--- src/rtl/core/rsq_pkg.sv ---
// ----------------------------------------------------------------------------
// rsq_pkg
// Shared widths, constants, codes and types of the rank-select scale quantizer.
// ----------------------------------------------------------------------------
`default_nettype none

package rsq_pkg;

   // tone set
   localparam int TONE_COUNT = 60;
   localparam int TONE_IDX_W = $clog2(TONE_COUNT);
   localparam int COUNT_W    = $clog2(TONE_COUNT + 1);
   localparam int TONE_OFS   = 24;

   // field widths
   localparam int COIN_W     = 60;
   localparam int CV_W       = 15;
   localparam int BUTTON_W   = 6;
   localparam int SIGNAL_W   = 15;
   localparam int BASE_W     = 4;
   localparam int PITCH_W    = 7;
   localparam int ACTIVE_W   = 6;
   localparam int CSR_IDX_W  = 2;
   localparam int CSR_DATA_W = 2;

   localparam int BASE_MAX   = 11;
   localparam int ACTIVE_MAX = 2**ACTIVE_W - 1;
   localparam int FIN_W      = 7;
   localparam int LAST_RESET = 60;

   // cv toggle index: trunc(mv*12/1000), divide by 1000 as reciprocal multiply
   localparam int CV_MAG_W   = CV_W + 1;
   localparam int CV_X_W     = CV_MAG_W + 2;
   localparam int CV_RECIP_W = 19;
   localparam logic [CV_RECIP_W-1:0] CV_RECIP = 19'd268436;
   localparam int CV_SHIFT   = 28;
   localparam int CV_PROD_W  = CV_X_W + CV_RECIP_W;
   localparam int CV_Q_W     = CV_PROD_W - CV_SHIFT;
   localparam int CV_IDX_W   = CV_Q_W + 1;

   // selection level in mV
   localparam int LEVEL_W     = 14;
   localparam int LEVEL_MAX   = 10000;
   localparam int BIPOLAR_OFS = 5000;

   // rank = count*level/10000 as reciprocal multiply
   localparam int RANK_PROD_W = COUNT_W + LEVEL_W;
   localparam int SEL_RECIP_W = 19;
   localparam logic [SEL_RECIP_W-1:0] SEL_RECIP = 19'd429497;
   localparam int SEL_SHIFT   = 32;
   localparam int RANK_FULL_W = RANK_PROD_W + SEL_RECIP_W;

   // serial scan over the tone mask, one digit a cycle
   localparam int DIGIT_W    = 2;
   localparam int SCAN_STEPS = (TONE_COUNT + DIGIT_W - 1) / DIGIT_W;
   localparam int SCAN_W     = SCAN_STEPS * DIGIT_W;
   localparam int STEP_W     = $clog2(SCAN_STEPS);

   typedef enum logic [CSR_IDX_W-1:0] {
      CSR_RANGE_MODE    = 2'd0,
      CSR_BIPOLAR       = 2'd1,
      CSR_SUBSET_TOGGLE = 2'd2
   } csr_index_type;

   typedef enum logic [1:0] {
      RANGE_ALL     = 2'd0,
      RANGE_INNER12 = 2'd1,
      RANGE_INNER24 = 2'd2
   } range_mode_type;

   typedef enum logic [2:0] {
      CTL_IDLE,
      CTL_EVENT,
      CTL_TOGGLE,
      CTL_START,
      CTL_SCAN,
      CTL_RESULT
   } ctl_state_type;

   typedef enum logic [2:0] {
      SCN_IDLE,
      SCN_COUNT,
      SCN_PRODUCT,
      SCN_RANK,
      SCN_SELECT,
      SCN_DONE
   } scan_state_type;

   typedef struct packed {
      logic event_go;
      logic toggle_go;
      logic reset_event;
      logic random_event;
      logic cv_toggle_event;
      logic button_event;
   } mask_cmd_type;

   typedef struct packed {
      logic                  done;
      logic                  note_valid;
      logic [TONE_IDX_W-1:0] sel;
      logic [COUNT_W-1:0]    count;
   } scan_result_type;

   typedef struct packed {
      logic                       reset_event;
      logic                       random_event;
      logic [COIN_W-1:0]          coin_mask;
      logic                       cv_toggle_event;
      logic signed [CV_W-1:0]     tone_cv_mv;
      logic                       button_event;
      logic [BUTTON_W-1:0]        button_index;
      logic                       signal_connected;
      logic signed [SIGNAL_W-1:0] signal_mv;
      logic [BASE_W-1:0]          base_tone;
   } req_word_type;

   // octave window of the range mode; mode three behaves as mode two
   function automatic logic [TONE_COUNT-1:0] window_mask(input logic [1:0] mode);
      logic [TONE_COUNT-1:0] m;
      int lo;
      int hi;
      unique case (range_mode_type'(mode))
         RANGE_ALL: begin
            lo = 0;
            hi = TONE_COUNT - 1;
         end
         RANGE_INNER12: begin
            lo = 12;
            hi = TONE_COUNT - 13;
         end
         default: begin
            lo = 24;
            hi = TONE_COUNT - 25;
         end
      endcase
      for (int i = 0; i < TONE_COUNT; i++) begin
         m[i] = (i >= lo) && (i <= hi);
      end
      return m;
   endfunction

endpackage

`default_nettype wire

--- src/rtl/core/rsq_if.sv ---
// ----------------------------------------------------------------------------
// rsq_if
// Valid/ready channels of the quantizer: request words and response words.
// ----------------------------------------------------------------------------
`default_nettype none

interface rsq_req_if import rsq_pkg::*; ();
   logic                       valid;
   logic                       ready;
   logic                       reset_event;
   logic                       random_event;
   logic [COIN_W-1:0]          coin_mask;
   logic                       cv_toggle_event;
   logic signed [CV_W-1:0]     tone_cv_mv;
   logic                       button_event;
   logic [BUTTON_W-1:0]        button_index;
   logic                       signal_connected;
   logic signed [SIGNAL_W-1:0] signal_mv;
   logic [BASE_W-1:0]          base_tone;

   modport source (
      output valid, reset_event, random_event, coin_mask, cv_toggle_event, tone_cv_mv,
             button_event, button_index, signal_connected, signal_mv, base_tone,
      input  ready
   );
   modport sink (
      input  valid, reset_event, random_event, coin_mask, cv_toggle_event, tone_cv_mv,
             button_event, button_index, signal_connected, signal_mv, base_tone,
      output ready
   );
endinterface

interface rsq_rsp_if import rsq_pkg::*; ();
   logic                      valid;
   logic                      ready;
   logic                      note_valid;
   logic signed [PITCH_W-1:0] pitch_semitones;
   logic                      tone_changed;
   logic [ACTIVE_W-1:0]       active_count;

   modport source (
      output valid, note_valid, pitch_semitones, tone_changed, active_count,
      input  ready
   );
   modport sink (
      input  valid, note_valid, pitch_semitones, tone_changed, active_count,
      output ready
   );
endinterface

`default_nettype wire

--- src/rtl/core/rsq_mask_unit.sv ---
// ----------------------------------------------------------------------------
// rsq_mask_unit
// Tone and candidate masks: clear, random subset pass, cv and button toggles.
// ----------------------------------------------------------------------------
`default_nettype none

module rsq_mask_unit import rsq_pkg::*; (
   input  logic                   clock,
   input  logic                   reset,
   input  mask_cmd_type           cmd,
   input  logic                   subset_toggle,
   input  logic [COIN_W-1:0]      coin_mask,
   input  logic signed [CV_W-1:0] tone_cv_mv,
   input  logic [BUTTON_W-1:0]    button_index,
   output logic [TONE_COUNT-1:0]  tone_on
);

   logic [TONE_COUNT-1:0] tone_on_ff, tone_on_in;
   logic [TONE_COUNT-1:0] cand_ff, cand_in;
   logic [CV_PROD_W-1:0]  cv_prod_ff, cv_prod_in;
   logic                  cv_neg_ff, cv_neg_in;

   logic [TONE_COUNT-1:0] on_a, cand_a, pool, on_b, pool_b, coins, pick, cand_b, lowest;
   logic [TONE_COUNT-1:0] rnd_on, rnd_cand;
   logic signed [CV_MAG_W-1:0] mv_ext;
   logic [CV_MAG_W-1:0]   mv_mag;
   logic [CV_X_W-1:0]     cv_x;
   logic [CV_Q_W-1:0]     cv_q;
   logic signed [CV_IDX_W-1:0] cv_idx;
   logic                  cv_hit, bt_hit;
   logic [TONE_COUNT-1:0] cv_bit, bt_bit;

   // clear and random subset
   always_comb begin
      on_a   = cmd.reset_event ? '0 : tone_on_ff;
      cand_a = cmd.reset_event ? '0 : cand_ff;
      pool   = on_a | cand_a;
      if (pool == '0) begin
         on_b   = '0;
         pool_b = '1;
      end else begin
         on_b   = on_a;
         pool_b = pool;
      end
      coins  = TONE_COUNT'(coin_mask);
      pick   = subset_toggle ? ((on_b ^ coins) & pool_b) : (coins & pool_b);
      cand_b = pool_b & ~pick;
      lowest = cand_b & (~cand_b + TONE_COUNT'(1));
      if (pick == '0) begin
         pick   = lowest;
         cand_b = cand_b & ~lowest;
      end
      rnd_on   = cmd.random_event ? pick   : on_a;
      rnd_cand = cmd.random_event ? cand_b : cand_a;
   end

   // cv magnitude times 12 times the reciprocal of 1000
   always_comb begin
      mv_ext     = CV_MAG_W'(tone_cv_mv);
      mv_mag     = mv_ext[CV_MAG_W-1] ? CV_MAG_W'(-mv_ext) : CV_MAG_W'(mv_ext);
      cv_x       = CV_X_W'({mv_mag, 3'b000}) + CV_X_W'({mv_mag, 2'b00});
      cv_prod_in = cv_x * CV_RECIP;
      cv_neg_in  = mv_ext[CV_MAG_W-1];
   end

   // toggles; two hits on one tone cancel
   always_comb begin
      cv_q   = cv_prod_ff[CV_PROD_W-1:CV_SHIFT];
      cv_idx = cv_neg_ff ? (CV_IDX_W'(TONE_OFS) - CV_IDX_W'(cv_q))
                         : (CV_IDX_W'(TONE_OFS) + CV_IDX_W'(cv_q));
      cv_hit = cmd.cv_toggle_event && !cv_idx[CV_IDX_W-1] &&
               ($unsigned(cv_idx) < CV_IDX_W'(TONE_COUNT));
      bt_hit = cmd.button_event &&
               ((BUTTON_W+1)'(button_index) < (BUTTON_W+1)'(TONE_COUNT));
      cv_bit = cv_hit ? (TONE_COUNT'(1) << cv_idx[TONE_IDX_W-1:0]) : '0;
      bt_bit = bt_hit ? (TONE_COUNT'(1) << TONE_IDX_W'(button_index)) : '0;
   end

   always_comb begin
      tone_on_in = tone_on_ff;
      cand_in    = cand_ff;
      if (cmd.event_go) begin
         tone_on_in = rnd_on;
         cand_in    = rnd_cand;
      end else if (cmd.toggle_go) begin
         tone_on_in = tone_on_ff ^ cv_bit ^ bt_bit;
         cand_in    = cand_ff & ~(cv_bit | bt_bit);
      end
   end

   always_ff @(posedge clock) begin
      if (reset) begin
         tone_on_ff <= '0;
         cand_ff    <= '0;
      end else begin
         tone_on_ff <= tone_on_in;
         cand_ff    <= cand_in;
      end
   end

   always_ff @(posedge clock) begin
      if (cmd.event_go) begin
         cv_prod_ff <= cv_prod_in;
         cv_neg_ff  <= cv_neg_in;
      end
   end

   assign tone_on = tone_on_ff;

endmodule

`default_nettype wire

--- src/rtl/core/rsq_rank_scan.sv ---
// ----------------------------------------------------------------------------
// rsq_rank_scan
// Digit-serial count of the active tones, rank from the level, then a second
// digit-serial pass that finds the tone of that rank.
// ----------------------------------------------------------------------------
`default_nettype none

module rsq_rank_scan import rsq_pkg::*; (
   input  logic                  clock,
   input  logic                  reset,
   input  logic                  start,
   input  logic [TONE_COUNT-1:0] act,
   input  logic                  signal_connected,
   input  logic [LEVEL_W-1:0]    level,
   output scan_result_type       result
);

   scan_state_type state_ff, state_in;

   logic [SCAN_W-1:0]      shift_ff;
   logic [STEP_W-1:0]      step_ff;
   logic [COUNT_W-1:0]     count_ff, count_in;
   logic [RANK_PROD_W-1:0] prod_ff;
   logic [COUNT_W-1:0]     rank_ff, rank_in;
   logic [TONE_IDX_W-1:0]  sel_ff, sel_in;
   logic                   found_ff, found_in;

   logic [RANK_FULL_W-1:0] rank_full;
   logic [COUNT_W-1:0]     rank_raw;
   logic [COUNT_W-1:0]     rank_step;
   logic                   last_step;
   logic                   do_load, do_count, do_product, do_rank, do_select;

   assign last_step = (step_ff == STEP_W'(SCAN_STEPS - 1));

   // next state
   always_comb begin
      state_in = state_ff;
      unique case (state_ff)
         SCN_IDLE:    if (start) state_in = SCN_COUNT;
         SCN_COUNT:   if (last_step) state_in = SCN_PRODUCT;
         SCN_PRODUCT: state_in = SCN_RANK;
         SCN_RANK: begin
            if (signal_connected && (count_ff != '0)) state_in = SCN_SELECT;
            else state_in = SCN_DONE;
         end
         SCN_SELECT:  if (found_in || last_step) state_in = SCN_DONE;
         SCN_DONE:    state_in = SCN_IDLE;
         default:     state_in = SCN_IDLE;
      endcase
   end

   // controls
   always_comb begin
      do_load    = 1'b0;
      do_count   = 1'b0;
      do_product = 1'b0;
      do_rank    = 1'b0;
      do_select  = 1'b0;
      unique case (state_ff)
         SCN_IDLE:    do_load    = start;
         SCN_COUNT:   do_count   = 1'b1;
         SCN_PRODUCT: do_product = 1'b1;
         SCN_RANK:    do_rank    = 1'b1;
         SCN_SELECT:  do_select  = 1'b1;
         SCN_DONE:    ;
         default:     ;
      endcase
   end

   always_comb begin
      count_in = count_ff;
      for (int j = 0; j < DIGIT_W; j++) begin
         count_in = count_in + COUNT_W'(shift_ff[j]);
      end
   end

   // rank = floor(count*level/10000), held below count
   always_comb begin
      rank_full = RANK_FULL_W'(prod_ff) * RANK_FULL_W'(SEL_RECIP);
      rank_raw  = COUNT_W'(rank_full >> SEL_SHIFT);
      rank_in   = (rank_raw >= count_ff) ? (count_ff - COUNT_W'(1)) : rank_raw;
   end

   // walk the digit, counting down the rank on each set bit
   always_comb begin
      found_in  = found_ff;
      sel_in    = sel_ff;
      rank_step = rank_ff;
      for (int j = 0; j < DIGIT_W; j++) begin
         if (!found_in && shift_ff[j]) begin
            if (rank_step == '0) begin
               found_in = 1'b1;
               sel_in   = TONE_IDX_W'(int'(step_ff) * DIGIT_W + j);
            end else begin
               rank_step = rank_step - COUNT_W'(1);
            end
         end
      end
   end

   always_ff @(posedge clock) begin
      if (reset) begin
         state_ff <= SCN_IDLE;
      end else begin
         state_ff <= state_in;
      end
   end

   always_ff @(posedge clock) begin
      if (do_load) begin
         shift_ff <= SCAN_W'(act);
         step_ff  <= '0;
         count_ff <= '0;
      end else if (do_count) begin
         shift_ff <= shift_ff >> DIGIT_W;
         step_ff  <= step_ff + STEP_W'(1);
         count_ff <= count_in;
      end else if (do_product) begin
         prod_ff  <= RANK_PROD_W'(count_ff) * RANK_PROD_W'(level);
         shift_ff <= SCAN_W'(act);
         step_ff  <= '0;
      end else if (do_rank) begin
         rank_ff  <= rank_in;
         found_ff <= 1'b0;
         sel_ff   <= '0;
      end else if (do_select) begin
         shift_ff <= shift_ff >> DIGIT_W;
         step_ff  <= step_ff + STEP_W'(1);
         rank_ff  <= rank_step;
         found_ff <= found_in;
         sel_ff   <= sel_in;
      end
   end

   assign result.done       = (state_ff == SCN_DONE);
   assign result.note_valid = found_ff;
   assign result.sel        = sel_ff;
   assign result.count      = count_ff;

endmodule

`default_nettype wire

--- src/rtl/core/rank_select_scale_quantizer.sv ---
// ----------------------------------------------------------------------------
// rank_select_scale_quantizer
// Scale quantizer that keeps a mask of enabled tones, applies clear, random
// subset and toggle events, and picks the enabled tone whose rank follows a
// selection signal.
//
// One request word gives one response word. From acceptance to its response
// a word passes through the mask update and scan start, a count pass over the
// tone mask at two bits a clock, rank arithmetic, a select pass at two bits a
// clock that stops at the selected tone (none when there is no note), the close
// of the scan and the load of the response register. The next request is taken
// once the previous one has moved into the response register, so a response
// that waits does not hold up acceptance of the next word; the response of
// that word is loaded only once the waiting one is taken. Configuration
// registers must be written by the user through csr_we, csr_index and
// csr_wdata only while no word is in flight; the block does not enforce this.
// ----------------------------------------------------------------------------
`default_nettype none

module rank_select_scale_quantizer import rsq_pkg::*; (
   input  logic                  clock,
   input  logic                  reset,
   input  logic                  csr_we,
   input  logic [CSR_IDX_W-1:0]  csr_index,
   input  logic [CSR_DATA_W-1:0] csr_wdata,
   rsq_req_if.sink               req_port,
   rsq_rsp_if.source             rsp_port
);

   ctl_state_type state_ff, state_in;

   logic [1:0]   range_mode_ff;
   logic         bipolar_ff;
   logic         subset_toggle_ff;
   req_word_type hold_ff;

   logic                      rsp_valid_ff, rsp_valid_in;
   logic                      rsp_note_ff;
   logic signed [PITCH_W-1:0] rsp_pitch_ff;
   logic                      rsp_changed_ff;
   logic [ACTIVE_W-1:0]       rsp_active_ff;
   logic [FIN_W-1:0]          last_fin_ff;
   logic                      last_valid_ff;

   mask_cmd_type          cmd;
   scan_result_type       scan;
   logic [TONE_COUNT-1:0] tone_on, act;
   logic                  req_ready, scan_start, rsp_load, rsp_free;
   logic signed [SIGNAL_W:0] level_raw;
   logic [LEVEL_W-1:0]    level;
   logic [BASE_W-1:0]     base;
   logic [FIN_W-1:0]      fin;
   logic                  changed;
   logic [ACTIVE_W-1:0]   active;

   assign rsp_free = !rsp_valid_ff || rsp_port.ready;

   // next state
   always_comb begin
      state_in = state_ff;
      unique case (state_ff)
         CTL_IDLE:   if (req_port.valid) state_in = CTL_EVENT;
         CTL_EVENT:  state_in = CTL_TOGGLE;
         CTL_TOGGLE: state_in = CTL_START;
         CTL_START:  state_in = CTL_SCAN;
         CTL_SCAN:   if (scan.done) state_in = CTL_RESULT;
         CTL_RESULT: if (rsp_free) state_in = CTL_IDLE;
         default:    state_in = CTL_IDLE;
      endcase
   end

   // controls
   always_comb begin
      req_ready     = 1'b0;
      scan_start    = 1'b0;
      rsp_load      = 1'b0;
      cmd.event_go  = 1'b0;
      cmd.toggle_go = 1'b0;
      unique case (state_ff)
         CTL_IDLE:   req_ready     = 1'b1;
         CTL_EVENT:  cmd.event_go  = 1'b1;
         CTL_TOGGLE: cmd.toggle_go = 1'b1;
         CTL_START:  scan_start    = 1'b1;
         CTL_SCAN:   ;
         CTL_RESULT: rsp_load      = rsp_free;
         default:    ;
      endcase
   end

   assign cmd.reset_event     = hold_ff.reset_event;
   assign cmd.random_event    = hold_ff.random_event;
   assign cmd.cv_toggle_event = hold_ff.cv_toggle_event;
   assign cmd.button_event    = hold_ff.button_event;

   rsq_mask_unit u_mask (
      .clock         (clock),
      .reset         (reset),
      .cmd           (cmd),
      .subset_toggle (subset_toggle_ff),
      .coin_mask     (hold_ff.coin_mask),
      .tone_cv_mv    (hold_ff.tone_cv_mv),
      .button_index  (hold_ff.button_index),
      .tone_on       (tone_on)
   );

   assign act = tone_on & window_mask(range_mode_ff);

   // level in mV, offset when bipolar, clamped to 0..10000
   always_comb begin
      level_raw = (SIGNAL_W+1)'(hold_ff.signal_mv) +
                  (bipolar_ff ? (SIGNAL_W+1)'(BIPOLAR_OFS) : '0);
      if (level_raw < 0) level = '0;
      else if (level_raw > (SIGNAL_W+1)'(LEVEL_MAX)) level = LEVEL_W'(LEVEL_MAX);
      else level = LEVEL_W'(level_raw);
   end

   rsq_rank_scan u_scan (
      .clock            (clock),
      .reset            (reset),
      .start            (scan_start),
      .act              (act),
      .signal_connected (hold_ff.signal_connected),
      .level            (level),
      .result           (scan)
   );

   always_comb begin
      base    = (hold_ff.base_tone > BASE_W'(BASE_MAX)) ? BASE_W'(BASE_MAX)
                                                        : hold_ff.base_tone;
      fin     = FIN_W'(scan.sel) + FIN_W'(base);
      if (scan.note_valid != last_valid_ff) changed = 1'b1;
      else changed = scan.note_valid && (fin != last_fin_ff);
      active  = (COUNT_W'(scan.count) > COUNT_W'(ACTIVE_MAX)) ? ACTIVE_W'(ACTIVE_MAX)
                                                              : ACTIVE_W'(scan.count);
   end

   always_comb begin
      rsp_valid_in = rsp_valid_ff;
      if (rsp_load) rsp_valid_in = 1'b1;
      else if (rsp_port.ready) rsp_valid_in = 1'b0;
   end

   always_ff @(posedge clock) begin
      if (reset) begin
         state_ff         <= CTL_IDLE;
         range_mode_ff    <= RANGE_ALL;
         bipolar_ff       <= 1'b0;
         subset_toggle_ff <= 1'b0;
         rsp_valid_ff     <= 1'b0;
         last_fin_ff      <= FIN_W'(LAST_RESET);
         last_valid_ff    <= 1'b0;
      end else begin
         state_ff     <= state_in;
         rsp_valid_ff <= rsp_valid_in;
         if (csr_we) begin
            unique case (csr_index_type'(csr_index))
               CSR_RANGE_MODE:    range_mode_ff    <= csr_wdata[1:0];
               CSR_BIPOLAR:       bipolar_ff       <= csr_wdata[0];
               CSR_SUBSET_TOGGLE: subset_toggle_ff <= csr_wdata[0];
               default:           ;
            endcase
         end
         if (rsp_load) begin
            last_valid_ff <= scan.note_valid;
            if (scan.note_valid) last_fin_ff <= fin;
         end
      end
   end

   always_ff @(posedge clock) begin
      if (req_port.valid && req_ready) begin
         hold_ff.reset_event      <= req_port.reset_event;
         hold_ff.random_event     <= req_port.random_event;
         hold_ff.coin_mask        <= req_port.coin_mask;
         hold_ff.cv_toggle_event  <= req_port.cv_toggle_event;
         hold_ff.tone_cv_mv       <= req_port.tone_cv_mv;
         hold_ff.button_event     <= req_port.button_event;
         hold_ff.button_index     <= req_port.button_index;
         hold_ff.signal_connected <= req_port.signal_connected;
         hold_ff.signal_mv        <= req_port.signal_mv;
         hold_ff.base_tone        <= req_port.base_tone;
      end
      if (rsp_load) begin
         rsp_note_ff    <= scan.note_valid;
         rsp_pitch_ff   <= scan.note_valid ? PITCH_W'(fin - FIN_W'(TONE_OFS)) : '0;
         rsp_changed_ff <= changed;
         rsp_active_ff  <= active;
      end
   end

   assign req_port.ready           = req_ready;
   assign rsp_port.valid           = rsp_valid_ff;
   assign rsp_port.note_valid      = rsp_note_ff;
   assign rsp_port.pitch_semitones = rsp_pitch_ff;
   assign rsp_port.tone_changed    = rsp_changed_ff;
   assign rsp_port.active_count    = rsp_active_ff;

endmodule

`default_nettype wire
--- src/flat_wrapper.sv ---
// flat-port wrapper written by rule: the top's interface ports become plain ports
module rank_select_scale_quantizer_flat import rsq_pkg::*;
  (clock, reset, csr_we, csr_index, csr_wdata, req_port_valid, req_port_reset_event, req_port_random_event, req_port_coin_mask, req_port_cv_toggle_event, req_port_tone_cv_mv, req_port_button_event, req_port_button_index, req_port_signal_connected, req_port_signal_mv, req_port_base_tone, req_port_ready, rsp_port_valid, rsp_port_note_valid, rsp_port_pitch_semitones, rsp_port_tone_changed, rsp_port_active_count, rsp_port_ready);
  rsq_req_if req_port_i ();
  rsq_rsp_if rsp_port_i ();
  input  logic clock;
  input  logic reset;
  input  logic csr_we;
  input  logic [CSR_IDX_W-1:0] csr_index;
  input  logic [CSR_DATA_W-1:0] csr_wdata;
  input wire logic [$bits(req_port_i.valid)-1:0] req_port_valid;
  input wire logic [$bits(req_port_i.reset_event)-1:0] req_port_reset_event;
  input wire logic [$bits(req_port_i.random_event)-1:0] req_port_random_event;
  input wire logic [$bits(req_port_i.coin_mask)-1:0] req_port_coin_mask;
  input wire logic [$bits(req_port_i.cv_toggle_event)-1:0] req_port_cv_toggle_event;
  input wire logic [$bits(req_port_i.tone_cv_mv)-1:0] req_port_tone_cv_mv;
  input wire logic [$bits(req_port_i.button_event)-1:0] req_port_button_event;
  input wire logic [$bits(req_port_i.button_index)-1:0] req_port_button_index;
  input wire logic [$bits(req_port_i.signal_connected)-1:0] req_port_signal_connected;
  input wire logic [$bits(req_port_i.signal_mv)-1:0] req_port_signal_mv;
  input wire logic [$bits(req_port_i.base_tone)-1:0] req_port_base_tone;
  output wire logic [$bits(req_port_i.ready)-1:0] req_port_ready;
  output wire logic [$bits(rsp_port_i.valid)-1:0] rsp_port_valid;
  output wire logic [$bits(rsp_port_i.note_valid)-1:0] rsp_port_note_valid;
  output wire logic [$bits(rsp_port_i.pitch_semitones)-1:0] rsp_port_pitch_semitones;
  output wire logic [$bits(rsp_port_i.tone_changed)-1:0] rsp_port_tone_changed;
  output wire logic [$bits(rsp_port_i.active_count)-1:0] rsp_port_active_count;
  input wire logic [$bits(rsp_port_i.ready)-1:0] rsp_port_ready;
  assign req_port_i.valid = req_port_valid;
  assign req_port_i.reset_event = req_port_reset_event;
  assign req_port_i.random_event = req_port_random_event;
  assign req_port_i.coin_mask = req_port_coin_mask;
  assign req_port_i.cv_toggle_event = req_port_cv_toggle_event;
  assign req_port_i.tone_cv_mv = req_port_tone_cv_mv;
  assign req_port_i.button_event = req_port_button_event;
  assign req_port_i.button_index = req_port_button_index;
  assign req_port_i.signal_connected = req_port_signal_connected;
  assign req_port_i.signal_mv = req_port_signal_mv;
  assign req_port_i.base_tone = req_port_base_tone;
  assign req_port_ready = req_port_i.ready;
  assign rsp_port_valid = rsp_port_i.valid;
  assign rsp_port_note_valid = rsp_port_i.note_valid;
  assign rsp_port_pitch_semitones = rsp_port_i.pitch_semitones;
  assign rsp_port_tone_changed = rsp_port_i.tone_changed;
  assign rsp_port_active_count = rsp_port_i.active_count;
  assign rsp_port_i.ready = rsp_port_ready;
  rank_select_scale_quantizer u_core (.clock(clock), .reset(reset), .csr_we(csr_we), .csr_index(csr_index), .csr_wdata(csr_wdata), .req_port(req_port_i), .rsp_port(rsp_port_i));
endmodule
--- config.mk ---
export PLATFORM = sky130hd
export DESIGN_NAME = rank_select_scale_quantizer_flat
export DESIGN_NICKNAME = d
export VERILOG_FILES = /design/src/rtl/core/rsq_pkg.sv /design/src/rtl/core/rsq_if.sv /design/src/rtl/core/rsq_mask_unit.sv /design/src/rtl/core/rsq_rank_scan.sv /design/src/rtl/core/rank_select_scale_quantizer.sv /design/src/flat_wrapper.sv
export SDC_FILE = /design/constraint.sdc
export NUM_CORES = 2
export LEC_CHECK = 0
export ABC_AREA = 1
export BUFFER_PORTS_ARGS = -buffer_cell sky130_fd_sc_hd__buf_2
export CORE_MARGIN = 4
export CORE_UTILIZATION = 60
export CTS_CLUSTER_SIZE = 28
export DETAILED_ROUTE_END_ITERATION = 6
export HOLD_SLACK_MARGIN = 0.1
export PLACE_DENSITY_LB_ADDON = 0.25
export SLEW_MARGIN = 10
export SYNTH_ARGS = -nofsm -noshare
export SYNTH_HDL_FRONTEND = slang
export SYNTH_SLANG_ARGS = --single-unit
--- constraint.sdc ---
create_clock -name clock -period 15.5 [get_ports clock]
set_input_delay 3.1 -clock clock [delete_from_list [all_inputs] [get_ports clock]]
set_output_delay 3.1 -clock clock [all_outputs]
set_load 0.02 [all_outputs]
Word level (Yosys, flattened, before mapping)
Index checks and enable logic that the tools add are counted.
{"block": "totals", "reg_bits": 399}
{"block": "classes", "n_lt_le_gt_ge": 127, "n_shift": 2, "n_mul": 3, "n_bitwise": 19, "addsub": 15, "eq_ne": 24, "n_reduce_logical": 98, "mux": 70}
{"op": "$mux 60", "count": 20}
{"op": "$and 60x60->60", "count": 7}
{"op": "$not 60->60", "count": 4}
{"op": "$xor 60x60->60", "count": 3}
{"op": "$ge 6x5->1 const A", "count": 28}
{"op": "$le 6x6->1 const A", "count": 28}
{"op": "$logic_not 60->1", "count": 2}
{"op": "$or 60x60->60", "count": 2}
{"op": "$shl 1x6->60 const A", "count": 2}
{"op": "$le 5x6->1 const A", "count": 16}
{"op": "$ge 5x5->1 const A", "count": 16}
{"op": "$mux 6", "count": 12}
{"op": "$logic_and 1x1->1", "count": 68}
{"op": "$add 60x1->60 const B", "count": 1}
{"op": "$le 4x6->1 const A", "count": 8}
{"op": "$ge 4x5->1 const A", "count": 8}
{"op": "$mul 20x19->38 const B", "count": 1}
{"op": "$mul 18x17->35 const B", "count": 1}
{"op": "$mux 14", "count": 2}
{"op": "$le 3x6->1 const A", "count": 4}
{"op": "$ge 3x5->1 const A", "count": 4}
{"op": "$mul 6x14->20", "count": 1}
{"op": "$mux 5", "count": 4}
{"op": "$pmux 5 s2", "count": 2}
{"op": "other kinds (55)", "count": 114}

Depth between registers and ports, before layout
{"block": "depth", "depth_word": 17, "depth_mapped": 43}

Hierarchy
From an unflattened synthesis, not the netlist that was laid out.
{"block": "unflattened", "hier_cells": 5633, "hier_area_um2": 39813.2}
{"module": "rsq_mask_unit", "seq_area_each_um2": 2702.6, "area_per_inst_um2": 19388.6, "instances": 1, "cells_per_inst": 3386}
{"module": "rsq_rank_scan", "seq_area_each_um2": 3072.9, "area_per_inst_um2": 14650.3, "instances": 1, "cells_per_inst": 1722}
{"module": "rank_select_scale_quantizer", "seq_area_each_um2": 3923.8, "area_per_inst_um2": 5774.3, "instances": 1, "cells_per_inst": 525}

Least setup slack after synthesis
Ideal clock, no wire load.
{"block": "synth_timing", "kind": "input port to flip-flop", "start": "input req_port_valid", "end": "register u_core.hold_ff (netlist bit u_core.cmd[0]) (enable)", "stages": 2, "setup_time_ns": 0.570, "setup_slack_ns": 7.459, "required_ns": 14.930, "arrival_time_ns": 7.471, "n_path_buf": 0, "cell_sequence": "inv_1 -> nor2_1"}
{"block": "synth_between", "elab_chain_len": 1}
{"item": "start, declared", "line_no": "flat_wrapper.sv:11", "text": "input wire logic [$bits(req_port_i.valid)-1:0] req_port_valid;"}
{"item": "$logic_and 1x1->1", "line_no": "rank_select_scale_quantizer.sv:171", "text": "if (req_port.valid && req_ready) begin"}
{"item": "end, declared", "line_no": "rank_select_scale_quantizer.sv:35", "text": "req_word_type hold_ff;"}
Every way passes these cells.
A chain may end at the register's enable or synchronous reset.

Worst setup path in the final report
{"block": "layout_timing", "start": "register, netlist name u_core.hold_ff[27]", "end": "register u_core.u_mask.cv_prod_ff[35], data pin"}
{"block": "layout_between", "elab_chain_len": 4}
{"item": "$neg 15->16", "line_no": "rsq_mask_unit.sv:60", "text": "mv_mag = mv_ext[CV_MAG_W-1] ? CV_MAG_W'(-mv_ext) : CV_MAG_W'(mv_ext);"}
{"item": "$mux 16 (*)", "line_no": "rsq_mask_unit.sv:60"}
{"item": "$add 18x18->18 (*)", "line_no": "rsq_mask_unit.sv:61", "text": "cv_x = CV_X_W'({mv_mag, 3'b000}) + CV_X_W'({mv_mag, 2'b00});"}
{"item": "$mul 18x17->35 (*)", "line_no": "rsq_mask_unit.sv:62", "text": "cv_prod_in = cv_x * CV_RECIP;"}
{"item": "named net u_core.u_mask.cv_prod_in[35]", "line_no": "rsq_mask_unit.sv:20", "text": "logic [CV_PROD_W-1:0] cv_prod_ff, cv_prod_in;"}
{"item": "end signal, assigned", "line_no": "rsq_mask_unit.sv:103", "text": "cv_prod_ff <= cv_prod_in;"}
{"item": "end, declared", "line_no": "rsq_mask_unit.sv:20"}
The timed path passes the listed nets; every way through them passes the cells marked *.

==> run summary <==
Actual slew at the worst max-slew pin = 1090 ps
CTS Sinks = 373
Initial DRT Pass Iterations = 7
RSZ-0062 raised after global routing = no
Max Freq = 0.120 GHz
Final period utilization = 53.7%
Synth cell types = 52
Clock Skews = 46.7 ps
Gr usage total = 33.4%
CTS tree = done
Residual DRC = 30
First-pass GRT wire length = 179000 um
Nets = 5959
Relative slew slack = 27.5%
Critical Path Max Stage Delay = 590 ps
Wire per inst = 18.7 um
Final Max Slew Viols = 0
Top fanout value on the critical path = 8
Hold WC Path Type = flop to flop
Syn Inst Count = 5238
CP Launch Type = flop
Minimum clock period = 8330 ps
Syn nets = 5942
Number of DRC markers in iteration 0 = 4403
Row count = 92
Failing checks = design-rule violations
Slowest-stage cell, CP = xnor2_1
Cell area after placement = 0.0393 sq mm
Register area = 0.00970 sq mm
Critical Path End Type = flop
Die width = 260 um
Max_cap viols = 0
Seq/Total Area, Yosys = 25.4%
Synth Register Bits = 373
Post-synth EDFFs = 223
YS warnings = 0
Placer Congestion = 1.11
Synth Area per Inst = 7.28 sq um
Clock latency at the later pin of the worst-skew pair = 610 ps
Vias in the first global route = 32.8k
Filler cells = 5613
Layout cell share with drive strength beyond 1 = 4.73%
WP data arrival = 8620 ps
DR vias = 35.1k
Cts hold-fix bufs = 0
Post-CTS Setup Repair Bufs = 0
CTS buffer count = 44
Synth-to-layout area growth = 7.01%
Synth area leader = edfxtp_1
Largest net degree at the start of global routing = 165
Die area = 0.0676 sq mm
Critical path type = flop to flop
# setup viols final = 0
Vias/cell = 5.72
CTS max path bufs = 3
Final Cell Area = 0.0408 sq mm
CP required = 15800 ps
Antenna Nets Post-Route = 0
H-tree depth = 2
FFs w/ async S/R, synth = 0%
Clk slew on worst S/H paths = 60 ps
Run status = finished with violations
Synth top area share = 17.6%
Final Hold Fails = 0
Initial antenna violation count = 1
PostCTS Resize Cnt = 0
Grt total ovfl = 0
Number of diodes = 0
Multi-input gate area = 0.0243 sq mm
Die Span Y = 260 um
Mapped Area = 0.0381 sq mm
Most used cell, CP = nand2_1
Ports = 131
Total Wirelength = 115000 um
Clock Tree Root = clkbuf_16
Port Buf Inserts = 130
Most area-consuming cells after synthesis = edfxtp_1 18%, fa_1 12%, ha_1 12%, nand2_1 12%, inv_1 8.7%
Final TNS setup = 0 ps
Hpwl dp = 87200 um
Initial Util = 60.5%
Core area = 0.0630 sq mm
Dominant synthesized flop cell = edfxtp_1
## cell families (layout without fill, tap and decap cells)
kind of cell,after synthesis,after routing,share of synthesized area (%)
compound gates,829,829,11.9
buf+inv,1080,1133,10.9
flops,373,373,25.4
xor+xnor,248,248,5.70
simple gates,2118,2118,22.1
fa+ha+maj,590,590,24.0
## placed cells by master, fill, tap and decap left out, types with 149 or more instances in the layout
cell      synthesis  routed
nor2_1          647     643
dfxtp_1         150     149
nand3_1         170     169
fa_1            233     233
ha_1            357     357
a21oi_1         366     366
xor2_1          215     215
edfxtp_1        223     223
nand2_1        1187    1186
o21ai_0         243     243
inv_1           884     883
## metal layers
| metal | wire length, um | track usage, % | vias to the layer above |
|---|---|---|---|
| li1 | - | - | 16700 |
| met1 | 47600 | 46.7 | 16300 |
| met2 | 48600 | 50.0 | 1834 |
| met3 | 13000 | 7.49 | 292 |
| met4 | 5620 | 14.1 | 0 |
| met5 | 0 | 0 | - |
## metrics by stage
stage	worst slack (ps)	hold slack, ps	std cells	util (%)
2_1_floorplan	7460	421	5238	-
3_3_place_gp	7350	453	6055	62.4
3_5_place_dp	7170	455	6055	62.4
4_1_cts	7170	464	6137	64.8
5_1_grt	6420	500	6137	64.8
6_report	7170	463	6137	64.8
## state kept, by name, summed over array words and instances (netlist names), 7 cells and up
| signal | flops |
|---|---|
| u_core.u_mask.tone_on | 60 |
| u_core.rsp_port.pitch_semitones | 7 |
| u_core.hold_ff | 101 |
| u_core.u_scan.shift_ff | 60 |
| u_core.u_mask.cv_prod_ff | 9 |
| u_core.u_mask.cand_ff | 60 |
| u_core.last_fin_ff | 7 |
| u_core.u_scan.prod_ff | 20 |
## final cells by class
| class | instances | area share, % |
|---|---|---|
| inverters | 895 | 8.25 |
| repair buffers | 156 | 2.10 |
| well taps | 846 | 2.59 |
| clock inverters | 19 | 0.629 |
| flip-flops and latches | 373 | 23.8 |
| clock buffers | 63 | 3.05 |
| multi-input cells | 3785 | 59.6 |
## synthesized netlist by cell type (3+ instances only)
master,n
nand2_1,1187
inv_1,884
nor2_1,647
a21oi_1,366
ha_1,357
o21ai_0,243
fa_1,233
edfxtp_1,223
xor2_1,215
nand3_1,170
dfxtp_1,150
clkbuf_1,141
a31oi_1,54
nor3_1,50
o31ai_1,49
o21ai_1,43
xnor2_1,33
nand4_1,23
o21a_1,19
buf_4,16
buf_1,13
nor4_1,13
a21o_1,11
buf_2,10
o211ai_1,10
o21bai_1,7
a211oi_1,6
nand3b_1,6
or2_2,6
buf_6,5
clkinv_1,5
inv_2,5
a2111oi_0,4
a21boi_0,3
a221oi_1,3
nand2_2,3
nor3b_1,3
o2111ai_1,3
## worst max-delay path: cells and delay by family (launching register included)
family          cells  cell delay, ps
buf+inv             5             370
compound gates      9            1550
fa+ha+maj           8            2830
simple gates       16            1920
xor+xnor            3             870
flops               1             530
## worst paths after layout
| kind | startpoint | end | slack, ps | cells past startpoint |
|---|---|---|---|---|
| max | u_core.hold_ff[27] | u_core.u_mask.cv_prod_ff[35] | 7170 | 41 |
| min | u_core.u_mask.cand_ff[3] | u_core.u_mask.cand_ff[3] | 460 | 2 |
| max reg2reg | u_core.hold_ff[27] | u_core.u_mask.cv_prod_ff[35] | 7170 | 41 |
| min reg2reg | u_core.u_mask.cand_ff[3] | u_core.u_mask.cand_ff[3] | 460 | 2 |
Power is not shown: default switching activity piles up to over one toggle a cycle in this logic, so the estimate is an artifact.
